File: config.mk
export PLATFORM = sky130hd
export DESIGN_NAME = takeoff_evidence_latch_unit_flat
export DESIGN_NICKNAME = d
export VERILOG_FILES = /design/src/rtl/tel_pkg.sv /design/src/rtl/tel_if.sv /design/src/rtl/takeoff_evidence_latch_unit.sv /design/src/flat_wrapper.sv
export SDC_FILE = /design/constraint.sdc
export NUM_CORES = 1
export LEC_CHECK = 0
export ABC_AREA = 1
export CAP_MARGIN = 20
export CORE_MARGIN = 2
export CORE_UTILIZATION = 45
export DETAILED_ROUTE_END_ITERATION = 8
export DONT_BUFFER_PORTS = 1
export PLACE_DENSITY_LB_ADDON = 0.1
export SETUP_SLACK_MARGIN = 0.02
export SKIP_LAST_GASP = 1
export SYNTH_ARGS = -nofsm -noshare
export SYNTH_HDL_FRONTEND = slang
export SYNTH_SLANG_ARGS = --single-unit
File: constraint.sdc
create_clock -name clk -period 7.7 [get_ports clk]
set_input_delay 0.77 -clock clk [delete_from_list [all_inputs] [get_ports clk]]
set_output_delay 0.77 -clock clk [all_outputs]
set_load 0.02 [all_outputs]
File: src/rtl/tel_pkg.sv
package tel_pkg;

  localparam int STICK_W = 11;
  localparam int RATE_W  = 16;
  localparam int TIME_W  = 32;

  localparam int STICK_THR_W = 10;
  localparam int RATE_THR_W  = 15;
  localparam int HOLD_W      = 24;

  localparam int CFG_ADDR_W = 4;
  localparam int CFG_DATA_W = 32;

  localparam logic [STICK_THR_W-1:0] STICK_THR_RST = STICK_THR_W'(100);
  localparam logic [RATE_THR_W-1:0]  RATE_THR_RST  = RATE_THR_W'(150);
  localparam logic [HOLD_W-1:0]      HOLD_RST      = HOLD_W'(250000);

  // register index = paddr[3:2]
  typedef enum logic [1:0] {
    REG_STICK_THR = 2'd0,
    REG_RATE_THR  = 2'd1,
    REG_HOLD_TIME = 2'd2
  } reg_idx_t;

  typedef enum logic [1:0] {
    DIR_NONE = 2'd0,
    DIR_POS  = 2'd1,
    DIR_NEG  = 2'd2
  } dir_t;

  typedef struct packed {
    logic signed [STICK_W-1:0] roll_stick;
    logic signed [STICK_W-1:0] pitch_stick;
    logic signed [RATE_W-1:0]  roll_rate;
    logic signed [RATE_W-1:0]  pitch_rate;
    logic [TIME_W-1:0]         now_us;
    logic                      armed;
    logic                      rescue_active;
    logic                      link_ok;
  } in_item_t;

endpackage

File: src/rtl/tel_if.sv
interface tel_in_if;
  logic                                valid;
  logic                                ready;
  logic signed [tel_pkg::STICK_W-1:0]  roll_stick;
  logic signed [tel_pkg::STICK_W-1:0]  pitch_stick;
  logic signed [tel_pkg::RATE_W-1:0]   roll_rate;
  logic signed [tel_pkg::RATE_W-1:0]   pitch_rate;
  logic [tel_pkg::TIME_W-1:0]          now_us;
  logic                                armed;
  logic                                rescue_active;
  logic                                link_ok;

  modport source (
    output valid, roll_stick, pitch_stick, roll_rate, pitch_rate, now_us,
           armed, rescue_active, link_ok,
    input  ready
  );
  modport sink (
    input  valid, roll_stick, pitch_stick, roll_rate, pitch_rate, now_us,
           armed, rescue_active, link_ok,
    output ready
  );
endinterface

interface tel_out_if;
  logic valid;
  logic ready;
  logic is_airborne;
  logic evidence_now;

  modport source (output valid, is_airborne, evidence_now, input ready);
  modport sink (input valid, is_airborne, evidence_now, output ready);
endinterface

File: src/rtl/takeoff_evidence_latch_unit.sv
// Takeoff evidence latch.
// in_ch (valid/ready): one control tick per transfer - roll/pitch stick,
//   roll/pitch gyro rate, microsecond timestamp and arm, rescue and link flags.
// out_ch (valid/ready): one result per tick - latched is_airborne and
//   evidence_now for that tick, in tick order.
// cfg_*: APB-style write/read port; stick_threshold at 0x0, rate_threshold
//   at 0x4, hold_time_us at 0x8. pready is tied high. Write only while idle.
// Throughput: one tick per cycle while out_ch is not stalled. A tick passes
//   through an input register into the result register, which drives out_ch valid.
//   An input register, then the per-axis compare, the 32-bit elapsed-time
//   subtract and the state update feed the result register.
// The flight and per-axis state advance when a tick moves from the input
//   register into the result register, so back-to-back ticks each see the
//   state left by the one before.
// Stall: if out_ch.ready is low the result register holds, the input register
//   can still fill, and in_ch.ready drops only when both are occupied.
// Reset (rst_n low, synchronous): both stages empty, landed, axes cleared,
//   thresholds back to 100 / 150 / 250000.
module takeoff_evidence_latch_unit (
  input  logic                                clk,
  input  logic                                rst_n,
  tel_in_if.sink                              in_ch,
  tel_out_if.source                           out_ch,
  input  logic                                cfg_psel,
  input  logic                                cfg_penable,
  input  logic                                cfg_pwrite,
  input  logic [tel_pkg::CFG_ADDR_W-1:0]      cfg_paddr,
  input  logic [tel_pkg::CFG_DATA_W-1:0]      cfg_pwdata,
  output logic [tel_pkg::CFG_DATA_W-1:0]      cfg_prdata,
  output logic                                cfg_pready
);
  import tel_pkg::*;

  // configuration registers
  logic [STICK_THR_W-1:0] stick_thr_r;
  logic [RATE_THR_W-1:0]  rate_thr_r;
  logic [HOLD_W-1:0]      hold_r;
  logic                   cfg_wr;
  reg_idx_t               cfg_idx;

  // pipeline
  logic     s1_v_r, s1_v_nxt;
  in_item_t s1_item_r;
  logic     out_v_r, out_v_nxt;
  logic     out_air_r, out_ev_r;
  logic     adv, s1_fire, in_fire;

  // block state
  logic              flying_r, flying_nxt;
  dir_t              axis_dir_r   [2];
  dir_t              axis_dir_nxt [2];
  logic [TIME_W-1:0] axis_since_r   [2];
  logic [TIME_W-1:0] axis_since_nxt [2];

  // per-axis evaluation
  logic signed [STICK_W-1:0] stick [2];
  logic signed [RATE_W-1:0]  rate  [2];
  logic [STICK_W-1:0]        mag   [2];
  logic                      pos   [2];
  logic signed [RATE_W:0]    rate_x [2];
  logic signed [RATE_W:0]    along [2];
  dir_t                      dir_new [2];
  logic                      match [2];
  logic [TIME_W-1:0]         since_eff [2];
  logic [TIME_W-1:0]         elapsed [2];
  logic                      hold_ok [2];
  logic                      evidence;

  // ---------------- configuration port ----------------
  assign cfg_pready = 1'b1;
  assign cfg_wr     = cfg_psel & cfg_penable & cfg_pwrite & cfg_pready;
  assign cfg_idx    = reg_idx_t'(cfg_paddr[3:2]);

  always_comb begin
    case (cfg_idx)
      REG_STICK_THR: cfg_prdata = CFG_DATA_W'(stick_thr_r);
      REG_RATE_THR:  cfg_prdata = CFG_DATA_W'(rate_thr_r);
      REG_HOLD_TIME: cfg_prdata = CFG_DATA_W'(hold_r);
      default:       cfg_prdata = '0;
    endcase
  end

  always_ff @(posedge clk) begin
    if (!rst_n) begin
      stick_thr_r <= STICK_THR_RST;
      rate_thr_r  <= RATE_THR_RST;
      hold_r      <= HOLD_RST;
    end else if (cfg_wr) begin
      case (cfg_idx)
        REG_STICK_THR: stick_thr_r <= cfg_pwdata[STICK_THR_W-1:0];
        REG_RATE_THR:  rate_thr_r  <= cfg_pwdata[RATE_THR_W-1:0];
        REG_HOLD_TIME: hold_r      <= cfg_pwdata[HOLD_W-1:0];
        default: ;
      endcase
    end
  end

  // ---------------- handshake ----------------
  assign adv         = !out_v_r || out_ch.ready;
  assign s1_fire     = s1_v_r && adv;
  assign in_ch.ready = !s1_v_r || adv;
  assign in_fire     = in_ch.valid && in_ch.ready;
  assign s1_v_nxt    = in_fire || (s1_v_r && !adv);
  assign out_v_nxt   = s1_fire || (out_v_r && !out_ch.ready);

  assign out_ch.valid        = out_v_r;
  assign out_ch.is_airborne  = out_air_r;
  assign out_ch.evidence_now = out_ev_r;

  // ---------------- per-axis check ----------------
  always_comb begin
    stick[0] = s1_item_r.roll_stick;
    stick[1] = s1_item_r.pitch_stick;
    rate[0]  = s1_item_r.roll_rate;
    rate[1]  = s1_item_r.pitch_rate;
    for (int a = 0; a < 2; a++) begin
      // zero stick counts as negative
      pos[a]     = !stick[a][STICK_W-1] && (stick[a] != '0);
      // -(-1024) = 1024 fits unsigned in 11 bits
      mag[a]     = stick[a][STICK_W-1] ? STICK_W'(-stick[a]) : STICK_W'(stick[a]);
      rate_x[a]  = {rate[a][RATE_W-1], rate[a]};
      along[a]   = pos[a] ? rate_x[a] : -rate_x[a];
      dir_new[a] = pos[a] ? DIR_POS : DIR_NEG;
      match[a]   = (mag[a] >= {1'b0, stick_thr_r}) &&
                   (along[a] >= $signed({2'b00, rate_thr_r}));
      // direction change restarts the timer at now
      since_eff[a] = (axis_dir_r[a] != dir_new[a]) ? s1_item_r.now_us
                                                   : axis_since_r[a];
      elapsed[a]   = s1_item_r.now_us - since_eff[a];
      hold_ok[a]   = elapsed[a] >= {{(TIME_W-HOLD_W){1'b0}}, hold_r};
    end
  end

  // ---------------- state update ----------------
  always_comb begin
    flying_nxt = flying_r;
    evidence   = 1'b0;
    for (int a = 0; a < 2; a++) begin
      axis_dir_nxt[a]   = axis_dir_r[a];
      axis_since_nxt[a] = axis_since_r[a];
    end
    if (!s1_item_r.armed) begin
      flying_nxt = 1'b0;
      for (int a = 0; a < 2; a++) begin
        axis_dir_nxt[a]   = DIR_NONE;
        axis_since_nxt[a] = '0;
      end
    end else if (!flying_r) begin
      if (s1_item_r.rescue_active) begin
        evidence = 1'b1;
      end else if (s1_item_r.link_ok) begin
        for (int a = 0; a < 2; a++) begin
          if (match[a]) begin
            axis_dir_nxt[a]   = dir_new[a];
            axis_since_nxt[a] = since_eff[a];
            if (hold_ok[a]) evidence = 1'b1;
          end else begin
            axis_dir_nxt[a]   = DIR_NONE;
            axis_since_nxt[a] = '0;
          end
        end
      end else begin
        for (int a = 0; a < 2; a++) begin
          axis_dir_nxt[a]   = DIR_NONE;
          axis_since_nxt[a] = '0;
        end
      end
      if (evidence) begin
        flying_nxt = 1'b1;
        for (int a = 0; a < 2; a++) begin
          axis_dir_nxt[a]   = DIR_NONE;
          axis_since_nxt[a] = '0;
        end
      end
    end
  end

  // ---------------- registers ----------------
  always_ff @(posedge clk) begin
    if (!rst_n) begin
      s1_v_r   <= 1'b0;
      out_v_r  <= 1'b0;
      flying_r <= 1'b0;
      for (int a = 0; a < 2; a++) begin
        axis_dir_r[a]   <= DIR_NONE;
        axis_since_r[a] <= '0;
      end
    end else begin
      s1_v_r  <= s1_v_nxt;
      out_v_r <= out_v_nxt;
      if (s1_fire) begin
        flying_r <= flying_nxt;
        for (int a = 0; a < 2; a++) begin
          axis_dir_r[a]   <= axis_dir_nxt[a];
          axis_since_r[a] <= axis_since_nxt[a];
        end
      end
    end
  end

  always_ff @(posedge clk) begin
    if (in_fire) begin
      s1_item_r.roll_stick    <= in_ch.roll_stick;
      s1_item_r.pitch_stick   <= in_ch.pitch_stick;
      s1_item_r.roll_rate     <= in_ch.roll_rate;
      s1_item_r.pitch_rate    <= in_ch.pitch_rate;
      s1_item_r.now_us        <= in_ch.now_us;
      s1_item_r.armed         <= in_ch.armed;
      s1_item_r.rescue_active <= in_ch.rescue_active;
      s1_item_r.link_ok       <= in_ch.link_ok;
    end
    if (s1_fire) begin
      out_air_r <= flying_nxt;
      out_ev_r  <= evidence;
    end
  end

`ifndef SYNTHESIS
  // once flying, both axes stay cleared until disarm
  a_fly_axes_clear: assert property (@(posedge clk) disable iff (!rst_n)
    flying_r |-> (axis_dir_r[0] == DIR_NONE && axis_dir_r[1] == DIR_NONE))
    else $error("axis state live while airborne");

  // an idle axis carries no start time
  a_idle_since_zero: assert property (@(posedge clk) disable iff (!rst_n)
    (axis_dir_r[0] == DIR_NONE |-> axis_since_r[0] == '0) and
    (axis_dir_r[1] == DIR_NONE |-> axis_since_r[1] == '0))
    else $error("idle axis with nonzero start time");

  // a result with evidence always reports airborne
  a_ev_implies_air: assert property (@(posedge clk) disable iff (!rst_n)
    (out_v_r && out_ev_r) |-> out_air_r)
    else $error("evidence without airborne");

  // takeoff latches only together with an evidence result
  a_rise_with_ev: assert property (@(posedge clk) disable iff (!rst_n)
    $rose(flying_r) |-> (out_v_r && out_ev_r && $past(s1_fire)))
    else $error("flight latched without evidence");

  // a held tick stays in the input register while the output is stalled
  a_s1_hold: assert property (@(posedge clk) disable iff (!rst_n)
    (s1_v_r && out_v_r && !out_ch.ready) |=> s1_v_r)
    else $error("tick dropped under stall");
`endif

endmodule

File: src/flat_wrapper.sv
// flat-port wrapper written by rule: the top's interface ports become plain ports
module takeoff_evidence_latch_unit_flat import tel_pkg::*;
  (clk, rst_n, cfg_psel, cfg_penable, cfg_pwrite, cfg_paddr, cfg_pwdata, cfg_prdata, cfg_pready, in_ch_valid, in_ch_roll_stick, in_ch_pitch_stick, in_ch_roll_rate, in_ch_pitch_rate, in_ch_now_us, in_ch_armed, in_ch_rescue_active, in_ch_link_ok, in_ch_ready, out_ch_valid, out_ch_is_airborne, out_ch_evidence_now, out_ch_ready);
  tel_in_if in_ch_i ();
  tel_out_if out_ch_i ();
  input  logic clk;
  input  logic rst_n;
  input  logic cfg_psel;
  input  logic cfg_penable;
  input  logic cfg_pwrite;
  input  logic [tel_pkg::CFG_ADDR_W-1:0] cfg_paddr;
  input  logic [tel_pkg::CFG_DATA_W-1:0] cfg_pwdata;
  output logic [tel_pkg::CFG_DATA_W-1:0] cfg_prdata;
  output logic cfg_pready;
  input wire logic [$bits(in_ch_i.valid)-1:0] in_ch_valid;
  input wire logic [$bits(in_ch_i.roll_stick)-1:0] in_ch_roll_stick;
  input wire logic [$bits(in_ch_i.pitch_stick)-1:0] in_ch_pitch_stick;
  input wire logic [$bits(in_ch_i.roll_rate)-1:0] in_ch_roll_rate;
  input wire logic [$bits(in_ch_i.pitch_rate)-1:0] in_ch_pitch_rate;
  input wire logic [$bits(in_ch_i.now_us)-1:0] in_ch_now_us;
  input wire logic [$bits(in_ch_i.armed)-1:0] in_ch_armed;
  input wire logic [$bits(in_ch_i.rescue_active)-1:0] in_ch_rescue_active;
  input wire logic [$bits(in_ch_i.link_ok)-1:0] in_ch_link_ok;
  output wire logic [$bits(in_ch_i.ready)-1:0] in_ch_ready;
  output wire logic [$bits(out_ch_i.valid)-1:0] out_ch_valid;
  output wire logic [$bits(out_ch_i.is_airborne)-1:0] out_ch_is_airborne;
  output wire logic [$bits(out_ch_i.evidence_now)-1:0] out_ch_evidence_now;
  input wire logic [$bits(out_ch_i.ready)-1:0] out_ch_ready;
  assign in_ch_i.valid = in_ch_valid;
  assign in_ch_i.roll_stick = in_ch_roll_stick;
  assign in_ch_i.pitch_stick = in_ch_pitch_stick;
  assign in_ch_i.roll_rate = in_ch_roll_rate;
  assign in_ch_i.pitch_rate = in_ch_pitch_rate;
  assign in_ch_i.now_us = in_ch_now_us;
  assign in_ch_i.armed = in_ch_armed;
  assign in_ch_i.rescue_active = in_ch_rescue_active;
  assign in_ch_i.link_ok = in_ch_link_ok;
  assign in_ch_ready = in_ch_i.ready;
  assign out_ch_valid = out_ch_i.valid;
  assign out_ch_is_airborne = out_ch_i.is_airborne;
  assign out_ch_evidence_now = out_ch_i.evidence_now;
  assign out_ch_i.ready = out_ch_ready;
  takeoff_evidence_latch_unit u_core (.clk(clk), .rst_n(rst_n), .in_ch(in_ch_i), .out_ch(out_ch_i), .cfg_psel(cfg_psel), .cfg_penable(cfg_penable), .cfg_pwrite(cfg_pwrite), .cfg_paddr(cfg_paddr), .cfg_pwdata(cfg_pwdata), .cfg_prdata(cfg_prdata), .cfg_pready(cfg_pready));
endmodule
Yosys cells after proc, flatten, opt, wreduce, memory -nomap -nowiden
Memory sizes are Yosys's and may differ from the RTL's.
Index checks and enable logic that the tools add are counted.
Word-level totals
  flip-flop bits (word level): 143
  RAM bits: 68
  input port bits: 132
  output and inout port bits: 37
  word-level logic and storage cells: 108
  memories: 2
Memory list
  u_core.axis_since_r: words 2, width 32, rd ports 2, clocked after memory_dff 0, write ports 2, RTL line takeoff_evidence_latch_unit.sv:52  | logic [TIME_W-1:0] axis_since_r [2];
  u_core.axis_dir_r: words 2, width 2, rd ports 2, clocked after memory_dff 0, write ports 2, RTL line takeoff_evidence_latch_unit.sv:50  | dir_t axis_dir_r [2];
Operators by class
  add/sub/neg operators: 6
  order comparisons: 6
  equal/unequal tests: 4
  muxes and demuxes: 42
  bitwise operators: 7
  reduce and logical (&&, ||, !) cells: 25
Operators with widths (number)
  $mux W64: 5
  $mux W32: 6
  $pmux W24 S3: 1
  $ge A32 B24 Y1: 2
  $sub A32 B32 Y32: 2
  $ge A17 B16 Y1: 2
  $mux W17: 2
  $neg A16 Y17: 2
  $ge A11 B10 Y1: 2
  $mux W11: 2
  $neg A11 Y11: 2
  $reduce_bool A11 Y1: 2
  $mux W4: 5
  $mux W1: 15
  $mux W2: 6
  $logic_and A1 B1 Y1: 8
  $logic_not A1 Y1: 6
  $reduce_and A2 Y1: 3
  $logic_or A1 B1 Y1: 4
  $ne A2 B2 Y1: 2
  $or A1 B1 Y1: 4
  $and A1 B1 Y1: 2
  $eq A2 B1 Y1 const B: 1
  $eq A2 B2 Y1 const B: 1
  other kinds (3): 3

Longest topological paths before layout
  depth in word-level cells: 19
  mapped depth: 41
  gate-level depth less buffers: 41

Worst setup path before layout
No wires, ideal clock.
  path type: register -> register
  start point: register u_core.s1_item_r[67] (netlist bit)
  end point: memory u_core.axis_dir_r[0][0] (netlist bit), data pin
  setup time: 0.136 ns
  data arrival time: 5.286 ns
  required time: 7.564 ns
  slack: 2.278 ns
  cell stages (with the launch flop): 41
  path buffers: 2
  clock period less this slack: 5.422 ns
  path through: edfxtp_1 inv_1 ha_1 inv_1 nor2_1 nand2_1 nor3_2 nand2_1 nand2_1 inv_2 nand2_1 nand2_1 clkinv_1 clkbuf_1 nand2_1 o21ai_0 ha_1 a21oi_1 (+5 left out) nand2_1 nand2_1 a21oi_1 o21bai_1 xor2_1 ha_1 nand4_1 inv_1 nand2_1 o211ai_1 a21oi_1 nand3_1 nor2_1 nand2_1 a21oi_2 nand4_4 buf_6 nor2_2
RTL lines
  start, declared: RTL line takeoff_evidence_latch_unit.sv:43  | in_item_t s1_item_r;
  end, declared: RTL line takeoff_evidence_latch_unit.sv:50

==> summary.txt <==
Worst setup path
  – Critical Path AT: between 7 and 8 ns
  – CP required: 8.08 ns
  – Critical Path Max Stage Delay: roughly 0.47 ns
  – CP most frequent cell: nand2_1
  – CP Class: flop to flop
  – CP startpoint kind: flop
  – CP Capture Type: flop
  – R2r startpoint: u_core.s1_item_r[67]
  – Slowest cell on the critical path: ha_1
  – CP max FO: 48
  – CP startpoint: u_core.s1_item_r[67]

Clock network
  – Clk root buf: clkbuf_16
  – Clock-pin slew on the worst setup and hold paths: 0.06 ns
  – H-tree Lvls: 1
  – CTS tree: done
  – Total CTS buffers: 25
  – Sinks on Clock Net: 211
  – Max clock buf depth: 3
  – Clock latency on the worst-skew pair: 0.54 ns

Hold path
  – Hold Path Class: input pin to flop
  – Hold path startpoint: in_ch_now_us[21]

Yosys
  – Mean Syn Cell Area: 8.13 µm²
  – Synth area leaders: edfxtp_1, ha_1, nand2_1
  – Async SR Flop Fraction: 0
  – Main flop type after synthesis: edfxtp_1
  – Post-synth EDFFs: 159
  – Yosys top cell area share: 0.311
  – Yosys Warn Count: 0
  – Number of distinct library cells after synthesis: 53
  – Seq cells post-synth: 211
  – Synthesized instance count: 1887
  – Top cells by count, synth: nand2_1, inv_1, ha_1
  – Count leader, synth: nand2_1
  – Netlist Area Pre-Place: about 15000 µm²
  – Fraction of the yosys area taken by sequential cells: 0.379
  – Yosys top cell by area: edfxtp_1

STA
  – Final WS setup: 0.835 ns
  – RSZ-0062 raised after global routing: false
  – Period minus WS final: 6.87 ns
  – Period utilisation layout: 0.892
  – Sum Neg Setup Slack: 0 ns
  – Final slew viol count: 0
  – Setup violators final: 0
  – F_max: 146 MHz
  – Clk_skew: 0.0119 ns
  – Worst-Margin Slew: 0.934 ns
  – Endpoints failing hold: 0
  – Rel. slew slack: 0.377

Outcome
  – Outcome: completed

Placed design
  – DP Area: about 16000 µm²
  – IO Port Bufs: 0
  – Setup Slack @ Placement: between 0.8 and 0.9 ns
  – GP Congestion: 0.939
  – DP Wirelength: 33.7 mm

GRT
  – Number of global-route vias before repair: approximately 12000
  – Total track usage: 0.235
  – Pin count of the biggest net entering global routing: 66
  – First-pass GRT wire length: 66.1 mm
  – Gr ovfl total: 0
  – Initial antenna violation count: 1

Routing
  – Drt total wl: approximately 42 mm
  – DR WL/cell: 17.9 µm
  – Post-route DRC: 0
  – DRT antenna net count: 0
  – Via-per-instance ratio: 5.39
  – Routed vias: approximately 13000
  – DR pass1 iterations: 5
  – Drt initial violations: just over 1000

Power and ir drop
  – Internal power of the cells: around 2300 µW
  – Pwr dens: 210 nW/µm²
  – Sequential share of power: 0.380
  – Worst ir drop on vdd: 0.000172 V
  – Net Switching: 1150 µW
  – Leak: 0.00722 µW
  – Switching share of power: 0.332
  – Combinational share of power: 0.287
  – Clk pwr share: 0.333

Die
  – Die Height: 189 µm
  – # IOs: 169
  – Die footprint: 35600 µm²
  – Initial Utilization: 0.457
  – Die W: 189 µm
  – Rows: 67
  – CORE AREA: 33500 µm²

Final layout
  – Final #Nets: approximately 2200
  – Share of layout cells above drive strength 1: 0.0736
  – Core Util, Final: 0.493
  – Design Area, Final: between 15000 and 20000 µm²
  – Area growth from synthesis to layout: 7.82%

Flow run
  – MaxCap Viol Count: 0
critical path, delay by kind of cell, from the launching register on:
family / cells / cell delay, ns
adder cells (fa/ha/maj): 3 / 0.91
AND/OR/NAND/NOR: 16 / 1.96
XOR/XNOR: 1 / 0.18
buffers and inverters: 7 / 1.38
flip-flops: 1 / 0.38
AO/OA/AOI/OAI: 7 / 1.80
worst paths after layout:
path              slack, ns  depth (start not counted)                      end
hold / removal         0.32                          0     u_core.s1_item_r[24]
setup / recovery       0.83                         34  u_core.axis_dir_r[0][1]
setup reg to reg       0.83                         34  u_core.axis_dir_r[0][1]
hold reg to reg        0.47                          2      u_core.out_ch.valid
flip-flops by register name (all words and copies together), names as in the netlist:
name                        cells
u_core.axis_since_r            64
u_core.rate_thr_r              15
u_core.flying_r                 1
u_core.out_ch.valid             1
u_core.rate                    32
u_core.s1_item_r               57
u_core.hold_r                  24
u_core.out_ch.is_airborne       1
u_core.stick_thr_r             10
u_core.out_ch.evidence_now      1
u_core.s1_v_r                   1
u_core.axis_dir_r               4
repair_timing:
item	4_1_cts	5_1_grt
hold buffers	0	0
buffers inserted	0	0
resized for setup	0	2
setup endpoints to repair	0	3
per-layer routing:
layer  GRT usage  up-vias  part of all wire
met3      0.0462       50             0.068
met4      0.0490        0             0.022
met1       0.338     5907              0.47
li1            -     6386                 -
met2       0.368      339              0.44
met5           0        -                 0
per-stage QoR:
step	hold WS, ns	power, µW	cells
final	0.319	3470	2351
after global routing	0.292	3690	2351
after CTS	0.290	3500	2350
after detailed placement	0.464	2330	2304
after global placement	0.455	2310	2304
after floorplan	0.442	2080	1894
power by group through the flow:
stage | combinational [µW] | clock (µW) | sequential (µW)
finish | 998 | 1160 | 1320
floorplan | 745 | 0 | 1330
global placement | 968 | 0 | 1340
CTS | 993 | 1190 | 1320
detailed placement | 986 | 0 | 1340
global route | 1130 | 1230 | 1330
layout by cell type, fill, tap and decap left out, drive strengths merged, types with 4 or more instances in the layout:
master / n
nand4: 30
ha: 160
a31oi: 12
nor2: 218
o21bai: 9
edfxtp: 159
nor3: 31
clkbuf: 34
a21oi: 144
o21a: 4
inv: 243
o211ai: 16
buf: 10
clkinv: 11
xnor2: 27
a21o: 9
nand2: 380
xor2: 63
nand3b: 5
dfxtp: 52
nor4: 8
conb: 9
or2: 4
nand3: 54
o221ai: 12
a211oi: 8
o21ai: 159
o22ai: 5
o31ai: 6
final cells by class:
cell class / instances / area [µm²]
tap: 448 / 561
inverter: 246 / 928
clock buffer: 34 / 689
sequential: 211 / 5820
fill: 3280 / 17000
timing repair buffer: 10 / 75.1
clock inverter: 12 / 109
antenna: 1 / 2.50
multi-input combinational: 1389 / 8360
cell families (layout without fill, tap and decap cells):
logic type	count (synthesis)	in the layout	synth area share
and+or+nand+nor	732	732	0.213
xor gates and xnor gates	90	90	0.0514
other	2	10	0.000490
adders and majority gates	161	161	0.132
buffers and inverters	294	302	0.0784
DFF	211	211	0.379
AOI/OAI and AO/OA	397	397	0.146
Note: power is estimated with default switching activity, not from simulation.
